==> config.mk <==
export PLATFORM = sky130hd
export DESIGN_NAME = bwo_mul
export DESIGN_NICKNAME = d
export VERILOG_FILES = /design/src/sv/bwo_mul.sv
export SDC_FILE = /design/constraint.sdc
export NUM_CORES = 2
export LEC_CHECK = 0
export ABC_AREA = 0
export BUFFER_PORTS_ARGS = -buffer_cell sky130_fd_sc_hd__buf_2
export CAP_MARGIN = 20
export CORE_UTILIZATION = 50
export DETAILED_ROUTE_END_ITERATION = 6
export PLACE_DENSITY = 0.75
export SLEW_MARGIN = 40
export SYNTH_ARGS = -nofsm -noshare
export SYNTH_HDL_FRONTEND = slang
export SYNTH_SLANG_ARGS = --single-unit
==> constraint.sdc <==
create_clock -name clk_i -period 9.04 [get_ports clk_i]
set_input_delay 0.904 -clock clk_i [delete_from_list [all_inputs] [get_ports clk_i]]
set_output_delay 0.904 -clock clk_i [all_outputs]
set_load 0.01 [all_outputs]
==> src/sv/bwo_mul.sv <==
// shared 32 x 32 unsigned multiplier with registered product
// no dependencies
`default_nettype none
module bwo_mul (
  input  logic        clk_i,
  input  logic [31:0] a_i,
  input  logic [31:0] b_i,
  output logic [63:0] prod_o
);

  logic [63:0] prod_q;

  always_ff @(posedge clk_i) begin
    prod_q <= 64'(a_i) * 64'(b_i);
  end

  assign prod_o = prod_q;

endmodule
`default_nettype wire

Word level (Yosys, flattened, before mapping)

Cells that the tools add are included.
Widths: inputs -> output; s select.

Output and inout port bits: 64
Word-level logic and storage cells: 2
Register bits: 64
Bits of input ports: 65

$mul: 1

Operators with widths:

| cell           | number |
|---|---|
| $mul 32x32->64 | 1 |

Longest topological paths before layout

Depth after elaboration: 1
Mapped depth: 29
Depth with buffers taken out: 27

Worst setup path before layout

Ideal clock, no wire load.

Kind: in2reg
From: input a_i[25]
To: register prod_q[62], in the netlist prod_o[62]
Buffers on the path: 2
Slack: 1383 ps
Setup time: 72 ps
Cell stages on the path: 25
Data required time: 8968 ps
Data arrival time: 7585 ps
Path through: clkbuf_1 -> nand2_1 -> fa_1 -> inv_1 -> fa_1 -> inv_1 -> fa_1 -> inv_1 -> fa_1 -> fa_1 -> fa_1 -> fa_1 -> inv_1 -> fa_1 -> inv_1 -> ha_1 -> buf_2 -> nand4_1 -> or4_1 -> or3_1 -> a31oi_1 -> a31o_2 -> a211oi_1 -> o21ai_1 -> xor2_1

Longest elaborated chain between the ends: 1

Ends and longest elaborated chain:

| item                 | RTL line | RTL |
|---|---|---|
| from (decl)          | 6        | `input logic [31:0] a_i,` |
| $mul 32x32->64       | 14       | `prod_q <= 64'(a_i) * 64'(b_i);` |
| to (signal assigned) | 14       |  |
| to (decl)            | 11       | `logic [63:0] prod_q;` |

Every way passes these cells.

Final worst setup path

From: input b_i[9]
To: register prod_q[62], in the netlist prod_o[62]

Longest elaborated chain between the ends: 1

Ends and longest elaborated chain:

| item           | RTL line | RTL |
|---|---|---|
| from (decl)    | 7        | `input logic [31:0] b_i,` |
| $mul 32x32->64 | 14       |  |

Every way passes these cells.

==> impl_metrics.json <==
{
  "status": "complete, but fails checks",
  "violations": "design-rule violations",
  "worstMarginPinSlew_ps": 800,
  "grt_overflow": 0,
  "grt_max_degree": 33,
  "core_area_mm2": 0.0686,
  "worstSetupPathType": "in -> reg",
  "area_growth_pct": 4.54,
  "synth-xor-area-share_pct": 1.52,
  "antenna_found_initial": 4,
  "io_pins": 129,
  "fin_nets": 4928,
  "syn-cell-area_mm2": 0.0347,
  "num_rows": 96,
  "yosysSeqAreaShare_pct": 3.69,
  "path_cells": "buf_2 > and2_1 > fa_1 > fa_1 > inv_1 > fa_1 > fa_1 > inv_1 > fa_1 > fa_1 > fa_1 > inv_1 > fa_1 > inv_1 > ha_1 > nand4_1 > or4_1 > or3_1 > a31oi_1 > a31o_2 > a211oi_1 > o21ai_1 > xor2_1",
  "nFillCells": 6121,
  "ctsResizeCount": 0,
  "fin_hold_ws_ps": 1230,
  "syn-num-nets": 4972,
  "dpl_cell_area_mm2": 0.0359,
  "final_core_util_pct": 52.9,
  "synth-compound-area-share_pct": 4.15,
  "final_max_slew_viol_count": 0,
  "clockRootBuffer": "clkbuf_16",
  "final_area_mm2": 0.0362,
  "finalSetupTns_ps": 0,
  "layout_common_cells": "fa_1, inv_1, and2_1",
  "io_buffers": 128,
  "synth_top_family_by_area": "adder cells",
  "holdBufCountCts": 0,
  "drv_cap": 0,
  "hold_viol_final": 0,
  "finalCriticalPeriod_ps": 8460,
  "synth_fa_ha_area_share_pct": 61.2,
  "fmax_mhz": 118,
  "grt_pass1_vias": 26983,
  "synth_top_area_share_pct": 51.7,
  "rsz0062_at_grt": "false",
  "setup_viol": 0,
  "min-delay-start": "b_i[0]",
  "synth_cells": 3748,
  "cts_tree": "done",
  "hpwl_um": 73800,
  "grt_usage_pct": 26.5,
  "synth-async-reset-ratio_pct": 0,
  "synth_mux_area_share_pct": 0.0289,
  "synth_warnings": 0,
  "ys_ff_latch": 64,
  "cts_setup_buffers": 0,
  "ys_types": 57,
  "max_slew_margin_pct": 46.7,
  "first_iter_violations": 1651,
  "crit_required_ps": 9320,
  "start_kind": "input port",
  "yosys.area_share.simple_pct": 17.6,
  "die_h_um": 265,
  "dieArea_mm2": 0.0704,
  "initial_core_util_pct": 50.6,
  "crit_start": "b_i[9]",
  "die_w_um": 265,
  "crit_arrival_ps": 8740,
  "fin_crit_sh_pct": 93.6,
  "yosys_most_used_dff": "dfxtp_1",
  "min_path_type": "in -> reg",
  "critPathMaxStageDelay_ps": 620,
  "dr.pass1.iters": 7,
  "clock_path_buffers": 2,
  "end_kind": "flop",
  "drc": 4,
  "antenna_left": 0,
  "path_max_fanout": 32,
  "synth-edff-count": 0,
  "dr_total_vias": 24754,
  "avgRoutedWirePerCell_um": 19.2,
  "h-tree-depth": 3,
  "cts.sinks": 64,
  "syn_area_per_cell_um2": 9.25,
  "drt_wl_total_um": 89100,
  "via_per_inst": 5.33,
  "drive_above_1_share_pct": 5.34,
  "cp_common_cell": "fa_1",
  "path_clk_slew_ps": 60,
  "synth_largest_area_cell": "fa_1",
  "largest_register_ffs": 64,
  "layout_commonest_cell": "fa_1",
  "gp_congestion": 0.920,
  "numCtsBuffers": 9,
  "grt_pass1_wl_um": 144000,
  "synthTopCellsByArea": "fa_1, and2_1, ha_1",
  "slowest_stage": "fa_1"
}
==> kinds of logic (layout without fill, tap and decap cells) <==
logic type                 after synthesis  in the layout
and+or+nand+nor                       1177           1177
adders and majority gates             1159           1159
buffers and inverters                 1085           1046
AOI/OAI and AO/OA                      202            202
DFF                                     64             64
xor gates and xnor gates                60             60
muxes                                    1              1
other                                    0              3
==> cell type report <==
class | count | area, um2 | share of cell area, %
antenna | 3 | 7.51 | 0.0207
clock buffer | 9 | 225 | 0.621
clock inverter | 7 | 78.8 | 0.217
inverter | 865 | 3250 | 8.96
multi-input combinational | 2599 | 29300 | 80.9
sequential | 64 | 1280 | 3.53
tap | 931 | 1160 | 3.21
timing repair buffer | 165 | 931 | 2.57
==> through the flow <==
step           worst slack (ps)  instances
2_1_floorplan              1380       3748
3_3_place_gp                449       4624
3_5_place_dp                364       4624
4_1_cts                     718       4640
5_1_grt                     283       4641
6_report                    580       4643
==> metal layers <==
layer,part of all wire [%],global-route usage (%),vias to the layer above
li1,-,-,10755
met1,36,30.9,12736
met2,51,46.9,953
met3,5.8,3.64,306
met4,6.9,15.0,4
met5,0.029,0,-
==> path summary, 6_finish.rpt <==
check,slack (ps),depth (start not counted),endpoint
setup / recovery,580,23,prod_o[62]
hold / removal,1230,2,prod_o[0]
==> critical path, delay by kind of cell <==
family | cells | cell delay, ps
AND/OR/NAND/NOR | 4 | 1320
adder cells (fa/ha/maj) | 9 | 4450
XOR/XNOR | 1 | 140
AO/OA/AOI/OAI | 4 | 1100
buffers and inverters | 5 | 770
==> synthesized netlist by cell type, types with 7 or more instances <==
library cell / number
a21o_1: 40
a21oi_1: 63
a31oi_1: 12
and2_1: 602
and3_1: 14
clkbuf_1: 213
dfxtp_1: 64
fa_1: 896
ha_1: 263
inv_1: 865
nand2_1: 480
nand3_1: 10
nand4_1: 23
nor2_1: 20
nor3_1: 7
o21a_1: 9
o21ai_0: 21
o21bai_1: 10
xnor2_1: 35
xor2_1: 25
Power is left out: the tool's default activity adds up to more than one toggle a clock period on the data nets, which glitch-free logic cannot reach.
