$ cat config.mk
export PLATFORM = sky130hd
export DESIGN_NAME = bwo_div
export DESIGN_NICKNAME = d
export VERILOG_FILES = /design/src/sv/bwo_pkg.sv /design/src/sv/bwo_div.sv
export SDC_FILE = /design/constraint.sdc
export NUM_CORES = 1
export LEC_CHECK = 0
export ABC_CLOCK_PERIOD_IN_PS = 7400
export BUFFER_PORTS_ARGS = -buffer_cell sky130_fd_sc_hd__buf_2
export CAP_MARGIN = 20
export CORE_ASPECT_RATIO = 0.8
export CORE_UTILIZATION = 40
export CTS_CLUSTER_DIAMETER = 200
export DETAILED_ROUTE_END_ITERATION = 10
export GPL_ROUTABILITY_DRIVEN = 0
export SLEW_MARGIN = 40
export SYNTH_ARGS = -nofsm -noshare
export SYNTH_HDL_FRONTEND = slang
export SYNTH_SLANG_ARGS = --single-unit
$ cat constraint.sdc
create_clock -name clk_i -period 7.4 [get_ports clk_i]
set_clock_uncertainty 0.05 [all_clocks]
set_input_delay 1.48 -clock clk_i [delete_from_list [all_inputs] [get_ports clk_i]]
set_output_delay 1.48 -clock clk_i [all_outputs]
set_load 0.05 [all_outputs]
$ cat src/sv/bwo_pkg.sv
// shared types, constants and the sine polynomial for the oscillator
// no dependencies
`default_nettype none
package bwo_pkg;

  localparam int    QF     = 30;
  localparam int    ACC_W  = 36;
  localparam longint PI_Q30 = 64'sd3373259426;
  localparam longint Q_ONE  = 64'sd1 <<< QF;
  // 1/3 as a 32 bit reciprocal scaled by 2^33, exact for 32 bit dividends
  localparam logic [31:0] RECIP3 = 32'hAAAA_AAAB;

  typedef enum logic [2:0] {
    WF_SINE      = 3'd0,
    WF_SAW       = 3'd1,
    WF_SQUARE    = 3'd2,
    WF_TRIANGLE  = 3'd3,
    WF_COSINE    = 3'd4,
    WF_RAMP      = 3'd5,
    WF_RECTANGLE = 3'd6
  } wave_e;

  typedef enum logic [1:0] {
    REG_WAVEFORM    = 2'd0,
    REG_INCREMENT   = 2'd1,
    REG_PULSE_WIDTH = 2'd2
  } cfg_reg_e;

  // q30 product, truncated toward zero on the magnitude
  function automatic longint mulq(input longint a, input longint b);
    logic        neg;
    logic [63:0] ma;
    logic [63:0] mb;
    logic [63:0] m;
    neg = (a < 0) != (b < 0);
    ma  = (a < 0) ? 64'(-a) : 64'(a);
    mb  = (b < 0) ? 64'(-b) : 64'(b);
    m   = (ma * mb) >> QF;
    return neg ? -longint'(m) : longint'(m);
  endfunction

  // sin(x) on the first quadrant, horner form taylor series
  function automatic longint sine_poly(input longint x);
    longint x2;
    longint h;
    x2 = mulq(x, x);
    h  = Q_ONE;
    h  = Q_ONE - mulq(x2, h) / 156;
    h  = Q_ONE - mulq(x2, h) / 110;
    h  = Q_ONE - mulq(x2, h) / 72;
    h  = Q_ONE - mulq(x2, h) / 42;
    h  = Q_ONE - mulq(x2, h) / 20;
    h  = Q_ONE - mulq(x2, h) / 6;
    return mulq(x, h);
  endfunction

endpackage
`default_nettype wire

$ cat src/sv/bwo_div.sv
// restoring divider, (num << 30) / den for num < den, one quotient bit a cycle
// depends on bwo_pkg
`default_nettype none
module bwo_div
  import bwo_pkg::*;
#(
  parameter int W = 24
) (
  input  logic          clk_i,
  input  logic          rst_ni,
  input  logic          start_i,
  input  logic [W-1:0]  num_i,
  input  logic [W-1:0]  den_i,
  output logic          done_o,
  output logic [QF-1:0] quot_o
);

  logic          busy_q, done_q;
  logic [4:0]    cnt_q;
  logic [W-1:0]  rem_q, den_q;
  logic [QF-1:0] quot_q;
  logic [W:0]    shifted;
  logic          ge;

  assign shifted = {rem_q, 1'b0};
  assign ge      = shifted >= {1'b0, den_q};

  always_ff @(posedge clk_i or negedge rst_ni) begin
    if (!rst_ni) begin
      busy_q <= 1'b0;
      done_q <= 1'b0;
      cnt_q  <= '0;
    end else begin
      done_q <= 1'b0;
      if (start_i) begin
        busy_q <= 1'b1;
        cnt_q  <= 5'(QF);
      end else if (busy_q) begin
        cnt_q <= cnt_q - 5'd1;
        if (cnt_q == 5'd1) begin
          busy_q <= 1'b0;
          done_q <= 1'b1;
        end
      end
    end
  end

  always_ff @(posedge clk_i) begin
    if (start_i) begin
      rem_q  <= num_i;
      den_q  <= den_i;
      quot_q <= '0;
    end else if (busy_q) begin
      rem_q  <= ge ? W'(shifted - {1'b0, den_q}) : W'(shifted);
      quot_q <= {quot_q[QF-2:0], ge};
    end
  end

  assign done_o = done_q;
  assign quot_o = quot_q;

endmodule
`default_nettype wire

Yosys cells after proc, flatten, opt, wreduce, memory -nomap -nowiden

Index checks and enable logic that the tools add are counted.

Add/subtract/negate cells: 2
Order comparisons: 1
Equality and inequality tests: 1
Mux-type cells: 11
Reductions and logical operators: 1

Operators with widths:

| cell                | count |
|---|---|
| $mux 24             | 3 |
| $ge 25x24->1        | 1 |
| $sub 24x24->24      | 1 |
| $mux 5              | 2 |
| $mux 1              | 6 |
| $eq 5x1->1 const B  | 1 |
| $sub 5x1->5 const B | 1 |
| $reduce_bool 2->1   | 1 |

Register bits after elaboration: 85
Input bits: 51
Output and inout port bits: 31
Logic and storage cells: 22

Logic depth before layout (Yosys ltp)

Depth after elaboration: 4
Gate-level depth with buffers: 12
Depth with buffers taken out: 10

Worst setup path before layout

Ideal clock, no wire load.

Path type: register to register
Start point: register rem_q[0]
End point: register rem_q[18] (data pin)
Setup time: 261 ps
Arrival time: 2477 ps
Data required time: 7089 ps
Slack: 4612 ps
Stages on the path, launching flop included: 11
Path buffers: 1
Clock period less this slack: 2788 ps
Cells stage by stage: edfxtp_1 ha_1 nor2b_1 o31a_1 o31ai_2 a211oi_2 nor4_2 or2_1 buf_6 nor2_1 a221o_1

Word-level cells in the longest chain between the ends: 4
Elaborated cells between the ends (all ways): 5
Those cells by class: 1 x add/sub; 1 x order compare; 3 x mux

RTL lines:

| what                                           | line                         | source |
|---|---|---|
| start: declaration                             | bwo_div.sv:20                | `logic [W-1:0] rem_q, den_q;` |
| start signal: assignment                       | bwo_div.sv:50                | `rem_q <= num_i;` |
| start signal: assignment                       | bwo_div.sv:54                | `rem_q <= ge ? W'(shifted - {1'b0, den_q}) : W'(shifted);` |
| $sub 24x24->24 or $ge 25x24->1 (tied branches) | bwo_div.sv:54, bwo_div.sv:26 |  |
| $mux 24 *                                      | bwo_div.sv:54                |  |
| $mux 24 *                                      | bwo_div.sv:53                | `end else if (busy_q) begin` |
| $mux 24 *                                      | bwo_div.sv:49                | `if (start_i) begin` |

Mark *: on every way between the ends. The rest lies on a longest branch, timed or not. The select of a mux whose other input is x is not followed.
A chain may end at the register's enable or synchronous reset.

Final worst setup path

Start point: register rem_q[4]
End point: register rem_q[13] (data pin)

Same word-level chain as after synthesis.

==> qor.csv <==
metric,value,unit
status,finished clean,
DR WL/cell,14.8,um
first-pass GRT wire length,16800,um
clock insertion delay at the later pin of the skew report,350,ps
post-detailed-placement half-perimeter wirelength,7400,um
total die area,0.0121,mm^2
quantity of hold-fixing buffers added after cts,0,
ratio of routed vias to standard cells,5.13,
area overhead of the layout relative to synthesis,17.7,%
synthesized area per cell,9.95,um^2
clock tree from TritonCTS,yes,
NumNets Final,624,
leading cell types by total area after synthesis,"edfxtp_1 31%, dfxtp_1 13%, mux2i_1 9.2%, ha_1 7.0%, nor2_1 4.1%",
kind of end point of the critical path,register,
Rel. slew slack,56.6,%
# Max-Cap Violations,0,
CTS clock-pin slew for the worst setup and hold paths,70,ps
number of antenna violations at the first check in global routing,0,
"Distinct cells, synth",57,
effective utilization at floorplan,42.1,%
Floorplan Core Area,0.0111,mm^2
total leakage power,2.67,nW
internal power of the cells,1.25,mW
clock period minus final worst setup slack,3400,ps
final-report max-slew violation count,0,
setup repair after global routing missed its margin,false,
combinational family with the most area after synthesis,compound AO/OA/AOI/OAI gates,
count of flip-flops with a built-in enable after synthesis,48,
Num Clock Sinks,85,
number of standard-cell rows in the floorplan,34,
worst min path class,reg -> reg,
DRC violations left,0,
Synth Area in XOR/XNOR,4.12,%
number of global-route vias before repair,3453,
flip-flop and latch count after synthesis,85,
endpoints failing hold,0,
clock buffer count from CTS,9,
total length of routed wires,10300,um
mux contribution to synthesized area,9.21,%
most used flip-flop cell after synthesis,edfxtp_1,
critical setup path kind,reg -> reg,
global router's overall resource usage,17.8,%
layout cell share with drive strength beyond 1,20.7,%
combinational share of power,46.5,%
WP data arrival,3430,ps
cell type contributing the most total cell area after synthesis,edfxtp_1,
Clk pwr share,21.7,%
critical path launch point type,register,
H-tree depth,3,
root buf cell,clkbuf_16,
height of the chip,98.7,um
number of antenna repair diodes,0,
final total negative setup slack,0,ps
Antenna Nets Post-Route,0,
fraction of power consumed by sequential logic,31.8,%
total power,2.09,mW
areal power density over the cells,380,mW/mm^2
yosys warns,0,
Critical Path RT,7430,ps
Post-synth ARST share,8.24,%
share of the synthesized area in the top cell type,30.8,%
actual transition at the worst max-transition pin,650,ps
adder-cell area share of the yosys netlist,7.39,%
simple-gate share of the synthesized area,13.1,%
cell area after synthesis,0.00468,mm^2
sequential share of the synthesized area,47.4,%
crit path max fanout,12,
synthesized netlist cell count,470,
number of DRC violations after detailed-routing iteration 0,181,
number of instances resized during post-cts repair,0,
overflow left after global routing,0,
Final Cycle Share,45.9,%
net switching share of the total power,40.1,%
post-synthesis compound-gate area fraction,14.0,%
largest net degree at the start of global routing,61,
number of setup violations in the final report,0,
Clock Path Buffers,2,
post-CTS setup buffer count,0,
Die Width,123,um
net count after synthesis,548,
number of buffers added on ports,81,
switching pwr,0.838,mW
number of top-level pins,82,
"IR drop worst, VDD",0.142,mV
number of iterations in the first detailed-routing pass,5,
Fmax achieved,294,MHz
vias after detailed routing,3566,
-- critical path: stages (launching register included) --
cell and delay, ps:
edfxtp_1 400, ha_1 450, nand3_1 130, nor4_2 270, o31ai_2 150, a211oi_2 340
nor4_2 130, nor2_2 530, buf_4 360, mux2i_1 220, o21ai_1 70
-- metal layers --
metal	track usage [%]	routed length, um
met1	25.9	5370
met5	0	0
met2	25.5	4340
met3	5.38	432
met4	4.03	117
-- synth_stat cells (2+ instances only) --
library cell / count
dfxtp_1: 30
o31a_1: 2
nand2_1: 47
buf_1: 3
nand3_1: 10
or2_2: 2
dfrtp_1: 7
o21a_1: 7
and3_1: 7
edfxtp_1: 48
clkbuf_1: 10
o311ai_0: 2
a221o_1: 3
xor2_1: 9
o21ai_1: 16
inv_1: 36
o211ai_1: 5
buf_2: 3
nor4_2: 2
o31ai_1: 2
a21oi_1: 27
nand2_2: 2
nor2_1: 51
a31oi_1: 5
mux2i_1: 43
a21o_1: 4
ha_1: 26
o21ai_0: 13
xnor2_1: 13
nor2b_1: 2
and2_1: 2
nor3_1: 5
nand2b_1: 2
-- per-stage QoR --
step / std cells / utilization (%) / setup slack (ps) / hold WS, ps / cell area, um^2
finish: 695 / 49.5 / 4000 / 440 / 5500
global placement: 679 / 46.8 / 4060 / 418 / 5200
detailed placement: 679 / 46.8 / 4000 / 427 / 5200
floorplan: 470 / - / 4610 / 431 / 4680
global route: 695 / 49.5 / 3780 / 509 / 5500
CTS: 695 / 49.5 / 3990 / 448 / 5500
-- final timing paths --
kind	startpoint	endpoint	slack (ps)	cells past startpoint
worst max register to register	rem_q[4]	rem_q[13]	4000	10
worst min register to register	quot_o[29]	quot_o[29]	440	2
worst max-delay path	rem_q[4]	rem_q[13]	4000	10
max in group asynchronous	rst_ni	busy_q	6210	1
worst min-delay path	quot_o[29]	quot_o[29]	440	2
min in group asynchronous	rst_ni	done_o	910	1
-- sequential cells by signal, summed over array words and instances (netlist names) --
register and flops:
busy_q 1, den_q 24, rem_q 24, quot_o 30, done_o 1, cnt_q 5
-- power groups by stage --
stage | Sequential (mW) | Clock [mW] | Combinational, mW
finish | 0.663 | 0.454 | 0.972
global route | 0.672 | 0.487 | 1.09
CTS | 0.663 | 0.470 | 0.973
detailed placement | 0.672 | 0 | 0.965
global placement | 0.669 | 0 | 0.951
floorplan | 0.674 | 0 | 0.760
-- placed cells by master, fill, tap and decap left out, types with 3 or more instances in the layout --
cell,count
a21o_1,4
a21oi_1,27
a221o_1,3
a31oi_1,5
and3_1,7
buf_2,80
buf_4,4
clkbuf_16,9
dfrtp_1,6
dfxtp_1,30
edfxtp_1,48
ha_1,26
inv_1,36
inv_8,3
mux2i_1,43
nand2_1,47
nand3_1,10
nor2_1,51
nor3_1,5
o211ai_1,5
o21a_1,7
o21ai_0,13
o21ai_1,16
xnor2_1,13
xor2_1,9
-- logic make-up (layout without fill, tap and decap cells) --
| family | Yosys count | count (layout) |
|---|---|---|
| and+or+nand+nor | 137 | 137 |
| muxes | 43 | 43 |
| AOI/OAI and AO/OA | 101 | 101 |
| DFF | 85 | 85 |
| adders and majority gates | 27 | 27 |
| buffers and inverters | 55 | 136 |
| xor gates and xnor gates | 22 | 22 |
-- area by class of cell --
type / instances / area (um^2)
fillers: 1086 / 5600
multi-input cells: 330 / 2240
flip-flops and latches: 85 / 2220
repair buffers: 84 / 430
clock buffers: 9 / 225
well taps: 144 / 180
inverters: 36 / 135
clock inverters: 7 / 76.3
Power figures use the tool's default switching activity.
